$ cat src/hw/rtl/mtks_pkg.sv
// mtks_pkg: shared types, codes and constants of the multi-tap key sequencer
// no dependencies; imported by every module of the block

package mtks_pkg;

    localparam int TAP_KEYS = 16;
    localparam int Q_DEPTH  = 4;
    localparam int Q_AW     = $clog2(Q_DEPTH);

    // input operation codes
    localparam logic [1:0] OP_PRESS   = 2'd0;
    localparam logic [1:0] OP_RELEASE = 2'd1;
    localparam logic [1:0] OP_TICK    = 2'd2;

    // result event codes
    localparam logic [1:0] EV_NONE    = 2'd0;
    localparam logic [1:0] EV_CYCLE   = 2'd1;
    localparam logic [1:0] EV_FINISH  = 2'd2;
    localparam logic [1:0] EV_RELEASE = 2'd3;

    // configuration register indexes
    localparam logic [1:0] REG_TIMEOUT    = 2'd0;
    localparam logic [1:0] REG_FIRST_CODE = 2'd1;
    localparam logic [1:0] REG_LAST_CODE  = 2'd2;

    typedef struct packed {
        logic [15:0] timeout_ticks;
        logic [15:0] first_code;
        logic [15:0] last_code;
    } t_cfg;

    typedef struct packed {
        logic [1:0] event_res;
        logic [3:0] tap_index;
        logic [7:0] tap_count;
    } t_result;

    // all results caused by one input item
    typedef struct packed {
        logic       handled;
        logic [1:0] nres;
        t_result [2:0] res;
    } t_entry;

    typedef struct packed {
        logic full;
        logic empty;
    } t_qstat;

endpackage

$ cat src/hw/rtl/multi_tap_key_sequencer.sv
// multi_tap_key_sequencer: top level with apb configuration registers
// depends on mtks_pkg, mtks_front, mtks_queue, mtks_back
//
// Counts repeated taps of a multi-tap key and reports cycle, finish and release
// events. An input transaction (tuser = operation, tdata = keycode) is taken in
// any cycle in which the four-entry result queue has room, so items enter back
// to back. Each item yields one to three results, which leave one per cycle
// while the receiver is ready, from a registered output, the final one with
// tlast set; this output rate sets the sustained throughput. The first result
// is registered at the output after its item has been written into the queue.
// Configuration (timeout, first and last multi-tap keycode) is to be written
// over the apb port only while idle; the block does not enforce this.

module multi_tap_key_sequencer
    import mtks_pkg::*;
(
    input  logic        i_clk,
    input  logic        i_rst_n,
    // apb configuration
    input  logic        psel,
    input  logic        penable,
    input  logic        pwrite,
    input  logic [3:0]  paddr,
    input  logic [31:0] pwdata,
    output logic [31:0] prdata,
    output logic        pready,
    // input stream
    input  logic        i_s_tvalid,
    output logic        o_s_tready,
    input  logic [15:0] i_s_tdata,   // [15:0] keycode
    input  logic [1:0]  i_s_tuser,   // [1:0] operation
    // result stream
    output logic        o_m_tvalid,
    input  logic        i_m_tready,
    output logic [15:0] o_m_tdata,   // [3:0] tap_index, [11:4] tap_count, [15:12] zero
    output logic [2:0]  o_m_tuser,   // [1:0] event_res, [2] handled
    output logic        o_m_tlast
);

    t_cfg    r_cfg;
    logic    push, pop;
    t_entry  entry, head;
    t_qstat  qstat;
    t_result res;
    logic    handled;
    logic [1:0] reg_sel;

    assign pready  = 1'b1;
    assign reg_sel = paddr[3:2];

    always_ff @(posedge i_clk) begin
        if (!i_rst_n) begin
            r_cfg.timeout_ticks <= 16'd200;
            r_cfg.first_code    <= 16'd0;
            r_cfg.last_code     <= 16'd15;
        end else if (psel && penable && pwrite && pready) begin
            case (reg_sel)
                REG_TIMEOUT:    r_cfg.timeout_ticks <= pwdata[15:0];
                REG_FIRST_CODE: r_cfg.first_code    <= pwdata[15:0];
                REG_LAST_CODE:  r_cfg.last_code     <= pwdata[15:0];
                default: ;
            endcase
        end
    end

    always_comb begin
        case (reg_sel)
            REG_TIMEOUT:    prdata = {16'd0, r_cfg.timeout_ticks};
            REG_FIRST_CODE: prdata = {16'd0, r_cfg.first_code};
            REG_LAST_CODE:  prdata = {16'd0, r_cfg.last_code};
            default:        prdata = 32'd0;
        endcase
    end

    mtks_front u_front (
        .i_clk       (i_clk),
        .i_rst_n     (i_rst_n),
        .i_cfg       (r_cfg),
        .i_valid     (i_s_tvalid),
        .o_ready     (o_s_tready),
        .i_operation (i_s_tuser),
        .i_keycode   (i_s_tdata),
        .i_qstat     (qstat),
        .o_push      (push),
        .o_entry     (entry)
    );

    mtks_queue u_queue (
        .i_clk   (i_clk),
        .i_rst_n (i_rst_n),
        .i_push  (push),
        .i_entry (entry),
        .i_pop   (pop),
        .o_head  (head),
        .o_qstat (qstat)
    );

    mtks_back u_back (
        .i_clk     (i_clk),
        .i_rst_n   (i_rst_n),
        .i_head    (head),
        .i_qstat   (qstat),
        .o_pop     (pop),
        .o_valid   (o_m_tvalid),
        .i_ready   (i_m_tready),
        .o_res     (res),
        .o_handled (handled),
        .o_last    (o_m_tlast)
    );

    assign o_m_tdata = {4'd0, res.tap_count, res.tap_index};
    assign o_m_tuser = {handled, res.event_res};

endmodule

$ cat src/hw/rtl/mtks_front.sv
// mtks_front: accepts key and tick items, runs the sequencer state and builds
// the list of results for each item; depends on mtks_pkg

module mtks_front
    import mtks_pkg::*;
(
    input  logic        i_clk,
    input  logic        i_rst_n,
    input  t_cfg        i_cfg,
    input  logic        i_valid,
    output logic        o_ready,
    input  logic [1:0]  i_operation,
    input  logic [15:0] i_keycode,
    input  t_qstat      i_qstat,
    output logic        o_push,
    output t_entry      o_entry
);

    logic [15:0] r_held, n_held;
    logic [7:0]  r_taps, n_taps;
    logic [15:0] r_elapsed, n_elapsed;
    logic [3:0]  r_cur, n_cur;
    logic        r_wi, n_wi;

    logic [15:0] off;
    logic        in_range;
    logic [3:0]  idx;
    logic        do_fin;
    logic [3:0]  fidx;
    t_entry      ent;

    assign o_ready = !i_qstat.full;
    assign o_push  = i_valid && o_ready;
    assign o_entry = ent;

    always_comb begin
        n_held    = r_held;
        n_taps    = r_taps;
        n_elapsed = r_elapsed;
        n_cur     = r_cur;
        n_wi      = r_wi;
        ent       = '0;
        do_fin    = 1'b0;
        fidx      = r_cur;

        off      = i_keycode - i_cfg.first_code;
        in_range = (i_keycode >= i_cfg.first_code) && (i_keycode <= i_cfg.last_code)
                   && (off < 16'(TAP_KEYS));
        idx      = off[3:0];

        // interruption or timeout may finish the running sequence first
        case (i_operation)
            OP_PRESS: begin
                if (n_taps != 8'd0 && (!in_range || idx != n_cur)) begin
                    n_wi   = 1'b1;
                    do_fin = 1'b1;
                end
            end
            OP_TICK: begin
                if (n_taps != 8'd0 && n_elapsed != 16'hFFFF)
                    n_elapsed = n_elapsed + 16'd1;
                if (n_elapsed >= i_cfg.timeout_ticks)
                    do_fin = 1'b1;
            end
            default: ;
        endcase

        if (do_fin) begin
            ent.res[0] = '{EV_FINISH, fidx, n_taps};
            ent.nres   = 2'd1;
            if (!n_held[fidx] || n_elapsed >= i_cfg.timeout_ticks) begin
                ent.res[1]   = '{EV_RELEASE, fidx, n_taps};
                ent.nres     = 2'd2;
                n_held[fidx] = 1'b0;
                n_cur        = 4'd0;
                n_taps       = 8'd0;
                n_elapsed    = 16'd0;
                n_wi         = 1'b0;
            end
        end

        case (i_operation)
            OP_PRESS: begin
                if (in_range) begin
                    ent.handled       = 1'b1;
                    n_cur             = idx;
                    n_elapsed         = 16'd0;
                    n_taps            = n_taps + 8'd1;
                    n_held[idx]       = 1'b1;
                    ent.res[ent.nres] = '{EV_CYCLE, idx, n_taps};
                    ent.nres          = ent.nres + 2'd1;
                end
            end
            OP_RELEASE: begin
                if (in_range) begin
                    ent.handled = 1'b1;
                    if (idx == n_cur) begin
                        n_held[idx] = 1'b0;
                        if (n_elapsed >= i_cfg.timeout_ticks || n_wi) begin
                            ent.res[0] = '{EV_RELEASE, idx, n_taps};
                            ent.nres   = 2'd1;
                            n_cur      = 4'd0;
                            n_taps     = 8'd0;
                            n_elapsed  = 16'd0;
                            n_wi       = 1'b0;
                        end
                    end
                end
            end
            default: ;
        endcase

        if (ent.nres == 2'd0) begin
            ent.res[0] = '{EV_NONE, 4'd0, 8'd0};
            ent.nres   = 2'd1;
        end
    end

    always_ff @(posedge i_clk) begin
        if (!i_rst_n) begin
            r_held    <= '0;
            r_taps    <= '0;
            r_elapsed <= '0;
            r_cur     <= '0;
            r_wi      <= 1'b0;
        end else if (o_push) begin
            r_held    <= n_held;
            r_taps    <= n_taps;
            r_elapsed <= n_elapsed;
            r_cur     <= n_cur;
            r_wi      <= n_wi;
        end
    end

endmodule

$ cat src/hw/rtl/mtks_queue.sv
// mtks_queue: small fifo of per-item result lists between front and back
// depends on mtks_pkg

module mtks_queue
    import mtks_pkg::*;
(
    input  logic   i_clk,
    input  logic   i_rst_n,
    input  logic   i_push,
    input  t_entry i_entry,
    input  logic   i_pop,
    output t_entry o_head,
    output t_qstat o_qstat
);

    t_entry            r_mem [Q_DEPTH];
    logic [Q_AW-1:0]   r_wptr, r_rptr;
    logic [Q_AW:0]     r_count;

    assign o_head        = r_mem[r_rptr];
    assign o_qstat.full  = (r_count == (Q_AW+1)'(Q_DEPTH));
    assign o_qstat.empty = (r_count == '0);

    always_ff @(posedge i_clk) begin
        if (i_push)
            r_mem[r_wptr] <= i_entry;
    end

    always_ff @(posedge i_clk) begin
        if (!i_rst_n) begin
            r_wptr  <= '0;
            r_rptr  <= '0;
            r_count <= '0;
        end else begin
            if (i_push)
                r_wptr <= r_wptr + 1'b1;
            if (i_pop)
                r_rptr <= r_rptr + 1'b1;
            case ({i_push, i_pop})
                2'b10:   r_count <= r_count + 1'b1;
                2'b01:   r_count <= r_count - 1'b1;
                default: r_count <= r_count;
            endcase
        end
    end

endmodule

$ cat src/hw/rtl/mtks_back.sv
// mtks_back: walks each queued result list and drives one result per transaction
// through a registered output; depends on mtks_pkg

module mtks_back
    import mtks_pkg::*;
(
    input  logic    i_clk,
    input  logic    i_rst_n,
    input  t_entry  i_head,
    input  t_qstat  i_qstat,
    output logic    o_pop,
    output logic    o_valid,
    input  logic    i_ready,
    output t_result o_res,
    output logic    o_handled,
    output logic    o_last
);

    logic       r_valid;
    t_result    r_res;
    logic       r_handled;
    logic       r_last;
    logic [1:0] r_sel;

    logic load;
    logic at_end;

    assign load    = (!r_valid || i_ready) && !i_qstat.empty;
    assign at_end  = (r_sel == i_head.nres - 2'd1);
    assign o_pop   = load && at_end;

    assign o_valid   = r_valid;
    assign o_res     = r_res;
    assign o_handled = r_handled;
    assign o_last    = r_last;

    always_ff @(posedge i_clk) begin
        if (!i_rst_n) begin
            r_valid <= 1'b0;
            r_sel   <= '0;
        end else if (load) begin
            r_valid <= 1'b1;
            r_sel   <= at_end ? 2'd0 : r_sel + 2'd1;
        end else if (i_ready) begin
            r_valid <= 1'b0;
        end
    end

    always_ff @(posedge i_clk) begin
        if (load) begin
            r_res     <= i_head.res[r_sel];
            r_handled <= i_head.handled;
            r_last    <= at_end;
        end
    end

endmodule

$ cat config.mk
export PLATFORM = sky130hd
export DESIGN_NAME = multi_tap_key_sequencer
export DESIGN_NICKNAME = d
export VERILOG_FILES = /design/src/hw/rtl/mtks_pkg.sv /design/src/hw/rtl/multi_tap_key_sequencer.sv /design/src/hw/rtl/mtks_front.sv /design/src/hw/rtl/mtks_queue.sv /design/src/hw/rtl/mtks_back.sv
export SDC_FILE = /design/constraint.sdc
export NUM_CORES = 1
export LEC_CHECK = 0
export ABC_CLOCK_PERIOD_IN_PS = 11660
export BUFFER_PORTS_ARGS = -buffer_cell sky130_fd_sc_hd__buf_4
export CORE_ASPECT_RATIO = 0.75
export CORE_MARGIN = 2
export CORE_UTILIZATION = 44
export DETAILED_ROUTE_END_ITERATION = 12
export GPL_ROUTABILITY_DRIVEN = 0
export SLEW_MARGIN = 30
export SYNTH_ARGS = -nofsm -noshare
export SYNTH_HDL_FRONTEND = slang
export SYNTH_HIERARCHICAL = 1
export SYNTH_SLANG_ARGS = --single-unit
$ cat constraint.sdc
create_clock -name i_clk -period 11.66 [get_ports i_clk]
set_clock_uncertainty 0.15 [all_clocks]
set_input_delay 0 -clock i_clk [delete_from_list [all_inputs] [get_ports i_clk]]
set_output_delay 0 -clock i_clk [all_outputs]
set_load 0.005 [all_outputs]
==> impl_metrics.toml, run 1 <==
[power]
p_total_mw = 2.98
p_leak_nw = 7.01
powerDensity_mw_per_mm2 = 158
max-vdd-ir-drop_mv = 0.0851

[clock_network]
post-cts-setup-buffers = 0
htreeDepth = 2
cts_tree = "built"
clock-sinks = 301
path_clk_slew_ns = 0.06
cts-root-buf = "clkbuf_16"
cts_buffers = 34
cts_resized = 0
cts_buffer_depth = 3
clock_latency_ns = 0.53
postCtsHoldBufs = 34

[synthesis]
muxShareOfSynthArea = 0.113
synth_area_leaders = "edfxtp_1, dfxtp_1, ha_1"
synth.cell_area_sq_mm = 0.0167
synthXorXnorAreaFrac = 0.0268
synth_top_area_share = 0.353
ys_warn_count = 6
synth_cell_types = 83
synth_seq_cells = 301
syn_inst = 1535
yosysTopAreaCell = "edfxtp_1"
synth_simple_gate_area_frac = 0.127
synth-compound-area-share = 0.122
synth_top_family_by_area = "simple AND/OR/NAND/NOR gates"
synth-async-reset-ratio = 0
synth_adder_area_share = 0.0678
synth-edff-count = 196
ys.flop_type = "edfxtp_1"
ys_seq_area_frac = 0.480
synth_area_per_cell_sq_um = 10.8

[timing]
period_needed_ns = 9.72
timing.slew.headroom = 0.377
hold_violations = 0
fmaxAchievable_ghz = 0.103
tns_ns = 0
rsz0062_at_grt = "no"
drv_slew = 0
tightest_slew_ns = 0.932
fin_crit_sh = 0.834
setup-violations-final = 0

[grt]
grt-ovfl-total = 0
grt_use_met3 = 0.0392
globalRouteMet2Util = 0.319
use_met1 = 0.319
grt_pass1_wl_um = 66400
grt_pass1_vias = 11863
grt_usage = 0.213
antenna_found_initial = 1
grt_max_degree = 58
top_usage_layer = "met1"

[floorplan]
die_y_um = 172
fp.dieArea_sq_mm = 0.0394
initial_core_util = 0.448
std_cell_rows = 61
die_w_um = 229
core_sq_mm = 0.0372
io_pins = 116

[critical_path]
worstPathMaxFanout = 32
cp.arrival_ns = 9.99
crit_top_cell = "nor2_1"
start_kind = "flip-flop"
slowest_delay_ns = 0.55
critPathSlowestCell = "dlygate4sd3_1"
worst_setup_path_end_kind = "flip-flop"
critical_path.top_delay_family = "simple AND/OR/NAND/NOR gates"
critical_path_class = "reg2reg"
critPathBufInv = 7
cp.required_ns = 11.92

[final_layout]
register_area_sq_mm = 0.00799
final_cell_area_sq_mm = 0.0188
nets = 1761
multi_input_area_sq_mm = 0.00774
drive_above_1_share = 0.129
fin_util = 0.507
syn2layout_area_growth_pct = 13.2
final_cell_mix = "edfxtp_1, nand2_1, o21ai_0, dfxtp_1, inv_1"
final_common_cell = "edfxtp_1"
nFillCells = 3265
n_antenna_cell = 0

[flow_run]
timing.max_cap.violations = 0

[routing]
wl_per_cell_um = 19.6
dr_total_vias = 12253
postRouteWirelength_um = 41900
first_iter_violations = 1023
drt.antenna.violating_nets = 0
drc = 0
firstDrtPassIters = 5
viasPerCell = 5.72

[run_status]
status = "completed"

[min_path]
hp-class = "in2reg"

[placement]
port_buffers = 76
dp_hpwl_um = 28900
dpl_cell_area_sq_mm = 0.0174
-- state kept, by name, summed over array words and instances (netlist names), named ones only --
| signal | flops |
|---|---|
| u_queue/r_mem | 180 |
| r_cfg | 48 |
| u_front/r_elapsed | 16 |
| u_front/r_held | 16 |
| u_back/o_res | 14 |
| u_front/r_taps | 8 |
| u_front/fidx | 4 |
| u_queue/r_count | 3 |
| u_back/r_sel | 2 |
| u_queue/r_rptr | 2 |
| u_queue/r_wptr | 2 |
| u_back/o_handled | 1 |
| u_back/o_last | 1 |
| u_back/o_valid | 1 |
| u_front/r_wi | 1 |
-- through the flow --
step           instances  setup slack, ns  hold WS, ns
2_1_floorplan       1559             4.02      -0.0322
3_3_place_gp        2044             2.65        0.128
3_5_place_dp        2044             2.57        0.125
4_1_cts             2140             2.10       0.0783
5_1_grt             2141             1.14        0.151
6_report            2141             1.94        0.131
-- layer usage --
metal	part of all wire	wire [um]
met1	0.49	20400
met5	0	0
met3	0.072	3010
met2	0.43	17900
met4	0.014	606
-- worst paths after layout --
check                                           from                 to  slack (ns)  cells past startpoint
worst max register to register  u_front/r_elapsed[4]  u_front/r_taps[4]        1.94                     37
worst min register to register             r_cfg[41]          r_cfg[41]        0.33                      2
worst max-delay path            u_front/r_elapsed[4]  u_front/r_taps[4]        1.94                     37
worst min-delay path                    i_s_tdata[2]    u_front/fidx[2]        0.13                      4
-- cells in the mapped netlist, types with 6 or more instances --
library cell	number
dfxtp_1	105
nand2b_1	9
a21oi_1	47
a211o_1	8
xnor2_1	28
nand4_1	24
nand2_1	187
edfxtp_1	196
mux2i_1	76
ha_1	87
xor2_1	23
o21a_1	23
inv_1	98
buf_4	31
o211ai_1	9
a31oi_1	9
mux4_2	44
and2_1	17
clkbuf_1	50
o32ai_1	9
nor2b_1	10
buf_2	13
o31ai_1	8
nor4_1	6
nand3_1	39
nor3_1	23
o21ai_0	110
and3_1	13
a21o_1	11
a211oi_1	19
nor2_1	79
or3_1	7
buf_6	7
-- worst register-to-register path: cells and delay by family (launching register included) --
kind / cells / cell delay (ns)
AND/OR/NAND/NOR: 16 / 3.29
flip-flops: 1 / 0.52
AO/OA/AOI/OAI: 11 / 2.81
adder cells (fa/ha/maj): 2 / 0.59
XOR/XNOR: 1 / 0.25
buffers and inverters: 7 / 2.00
-- cell families (layout without fill, tap and decap cells) --
| kind of cell | Yosys count | count (layout) |
|---|---|---|
| flops | 301 | 301 |
| buf+inv | 207 | 285 |
| compound gates | 315 | 315 |
| fa+ha+maj | 89 | 89 |
| xor+xnor | 51 | 51 |
| mux | 125 | 125 |
| simple gates | 444 | 444 |
| other cells | 3 | 27 |
-- final cells by class --
type / instances / share of cell area
inverter: 99 / 0.0197
multi-input combinational: 1051 / 0.410
clock inverter: 18 / 0.00790
timing repair buffer: 124 / 0.0550
clock buffer: 44 / 0.0494
tap: 504 / 0.0335
sequential: 301 / 0.424
-- report_power, final --
part	switching, mW	internal (mW)
clock	0.433	0.593
sequential	0.0509	1.29
combinational	0.335	0.287
total	0.818	2.17
Note: power is estimated with default switching activity, not from simulation.
==> run 2: changes to the inputs <==
Settings changed: ABC_AREA set to 1, ABC_CLOCK_PERIOD_IN_PS 11660 to 8900.
Clock period 11.66 ns to 8.9 ns, I/O delays scaled along.
==> run 2 against run 1 <==
  * Synthesized cell count grew 42%
  * Critical endpoint is now u_front/r_taps[2]
  * Largest power group unchanged
  * Sequential share of layout area shrank 2.5 points
  * Area after synthesis grew 7.0%
  * Combinational power grew 87%
==> impl_metrics.toml, run 2 <==
[timing]
tns_ns = 0
rsz0062_at_grt = "no"
fin_crit_sh = 0.856
setup-violations-final = 0
fmaxAchievable_ghz = 0.131
tightest_slew_ns = 1.01
period_needed_ns = 7.61
drv_slew = 0
timing.slew.headroom = 0.323
hold_violations = 0

[critical_path]
slowest_delay_ns = 0.57
cp.arrival_ns = 7.94
critPathSlowestCell = "dlygate4sd3_1"
start_kind = "flip-flop"
worstPathMaxFanout = 20
crit_top_cell = "inv_1"
r2r_slack_ns = 1.29
worst_setup_path_end_kind = "flip-flop"
critical_path_class = "reg2reg"
cp.required_ns = 9.23

[min_path]
hp-class = "in2reg"

[routing]
wl_per_cell_um = 17.6
postRouteWirelength_um = 49400
drc = 0
wl_met2_um = 20800
drt.antenna.violating_nets = 0
viasPerCell = 5.43
top_layer = "met4"
first_iter_violations = 1445
dr_total_vias = 15228
route.met3.wl_um = 3210
wl_met1_um = 24500
firstDrtPassIters = 5

[power]
p_comb_frac = 0.261
switchingPower_mw = 1.46
power_frac_seq = 0.398
p_total_mw = 4.43
max-vdd-ir-drop_mv = 0.101
p_leak_nw = 8.33
powerDensity_mw_per_mm2 = 222
clockPowerShare = 0.341
cellInternalPower_mw = 2.97
power_switching_share = 0.329

[clock_network]
clock_latency_ns = 0.54
clock-sinks = 301
cts_tree = "built"
path_clk_slew_ns = 0.06
htreeDepth = 2
cts_buffer_depth = 3
cts_resized = 0
cts_buffers = 34
cts-root-buf = "clkbuf_16"

[synthesis]
synth_cell_types = 58
synth.cell_area_sq_mm = 0.0178
yosysTopAreaCell = "edfxtp_1"
synth-edff-count = 196
synth-async-reset-ratio = 0
ys.flop_type = "edfxtp_1"
synth_common_cells = "nand2_1, nor2_1, inv_1"
synth_area_leaders = "edfxtp_1, dfxtp_1, nand2_1"
ys_seq_area_frac = 0.448
yosysMostFrequentCell = "nand2_1"
synth_seq_cells = 301
ys_warn_count = 6
syn_inst = 2185
synth_top_area_share = 0.330
synth_area_per_cell_sq_um = 8.15

[floorplan]
std_cell_rows = 63
io_pins = 116
fp.dieArea_sq_mm = 0.0421
core_sq_mm = 0.0397
die_w_um = 236
initial_core_util = 0.448
die_y_um = 178

[grt]
grt_pass1_wl_um = 78200
antenna_found_initial = 0
grt_pass1_vias = 14235
grt_usage = 0.233
grt-ovfl-total = 0
grt_max_degree = 91

[final_layout]
final_common_cell = "nand2_1"
syn2layout_area_growth_pct = 12.3
nets = 2411
nFillCells = 3807
final_cell_mix = "nand2_1, nor2_1, inv_1, edfxtp_1, nand3_1"
n_antenna_cell = 0
top_regs = "u_queue/r_mem: 180 flops, r_cfg: 48 flops"
drive_above_1_share = 0.0966
largest-register = "u_queue/r_mem"
fin_cells = 2807
largest_register_ffs = 180

[run_status]
status = "completed"

[placement]
port_buffers = 76
dp_hpwl_um = 33300
placedCellCount = 2702

[flow_run]
timing.max_cap.violations = 0
[run 2: cell count changes after synthesis, sizes merged, moves of 76 or more]
| cell | change |
|---|---|
| inv | +156 |
| mux2i | -76 |
| nand2 | +229 |
| nand3 | +149 |
| nor2 | +230 |
| o21ai | +78 |
[run 2: stage by stage]
| stage | setup WS [ns] | instance area [sq um] | hold slack (ns) | utilization |
|---|---|---|---|---|
| 2_1_floorplan | 3.13 | 17900 | -0.0287 | - |
| 3_3_place_gp | 1.90 | 18400 | 0.0740 | 0.463 |
| 3_5_place_dp | 1.78 | 18400 | 0.0791 | 0.463 |
| 4_1_cts | 1.46 | 20000 | 0.00764 | 0.503 |
| 5_1_grt | 0.710 | 20000 | 0.0691 | 0.504 |
| 6_report | 1.29 | 20000 | 0.0378 | 0.504 |
[run 2: cell families after synthesis]
family | count (synthesis) | synth area share
AO/OA/AOI/OAI | 410 | 0.131
XOR/XNOR | 17 | 0.00878
adder cells (fa/ha/maj) | 89 | 0.0633
buffers and inverters | 385 | 0.107
flip-flops | 301 | 0.448
other | 3 | 0.000632
AND/OR/NAND/NOR | 980 | 0.241
[run 2: cell type report]
type / instances / area, sq um / share of cell area
multi-input cells: 1523 / 8020 / 0.401
flip-flops and latches: 301 / 7990 / 0.399
repair buffers: 140 / 1160 / 0.0579
inverters: 261 / 1000 / 0.0501
clock buffers: 44 / 898 / 0.0449
well taps: 520 / 651 / 0.0325
clock inverters: 18 / 288 / 0.0144
[run 2: repair_timing]
item,CTS,global route
hold buffers,43,0
hold endpoints to repair,109,0
setup buffers,0,0
[run 2: routing by layer]
metal / vias to the layer above / track usage
met5: - / 0
met4: 0 / 0.0501
met3: 63 / 0.0339
met2: 449 / 0.354
met1: 7256 / 0.352
li1: 7460 / -
[run 2: power by group through the flow]
stage | logic, mW | registers (mW) | clock network (mW)
detailed placement | 1.13 | 1.79 | 0
floorplan | 0.858 | 1.76 | 0
finish | 1.16 | 1.77 | 1.51
CTS | 1.15 | 1.76 | 1.54
global route | 1.29 | 1.78 | 1.59
global placement | 1.11 | 1.79 | 0
[run 2: final timing paths]
check,start,cells past startpoint,end
max reg2reg,u_front/r_elapsed[0],41,u_front/r_taps[2]
max,u_front/r_elapsed[0],41,u_front/r_taps[2]
min,i_s_tuser[0],7,u_front/r_taps[5]
min reg2reg,u_queue/r_rptr[1],1,u_queue/r_rptr[1]
[run 2: worst max-delay path: cells and delay by family (launching register included)]
family / cells / cell delay, ns
AO/OA/AOI/OAI: 8 / 1.37
XOR/XNOR: 1 / 0.16
adder cells (fa/ha/maj): 3 / 0.76
buffers and inverters: 10 / 1.70
flip-flops: 1 / 0.36
AND/OR/NAND/NOR: 19 / 3.07
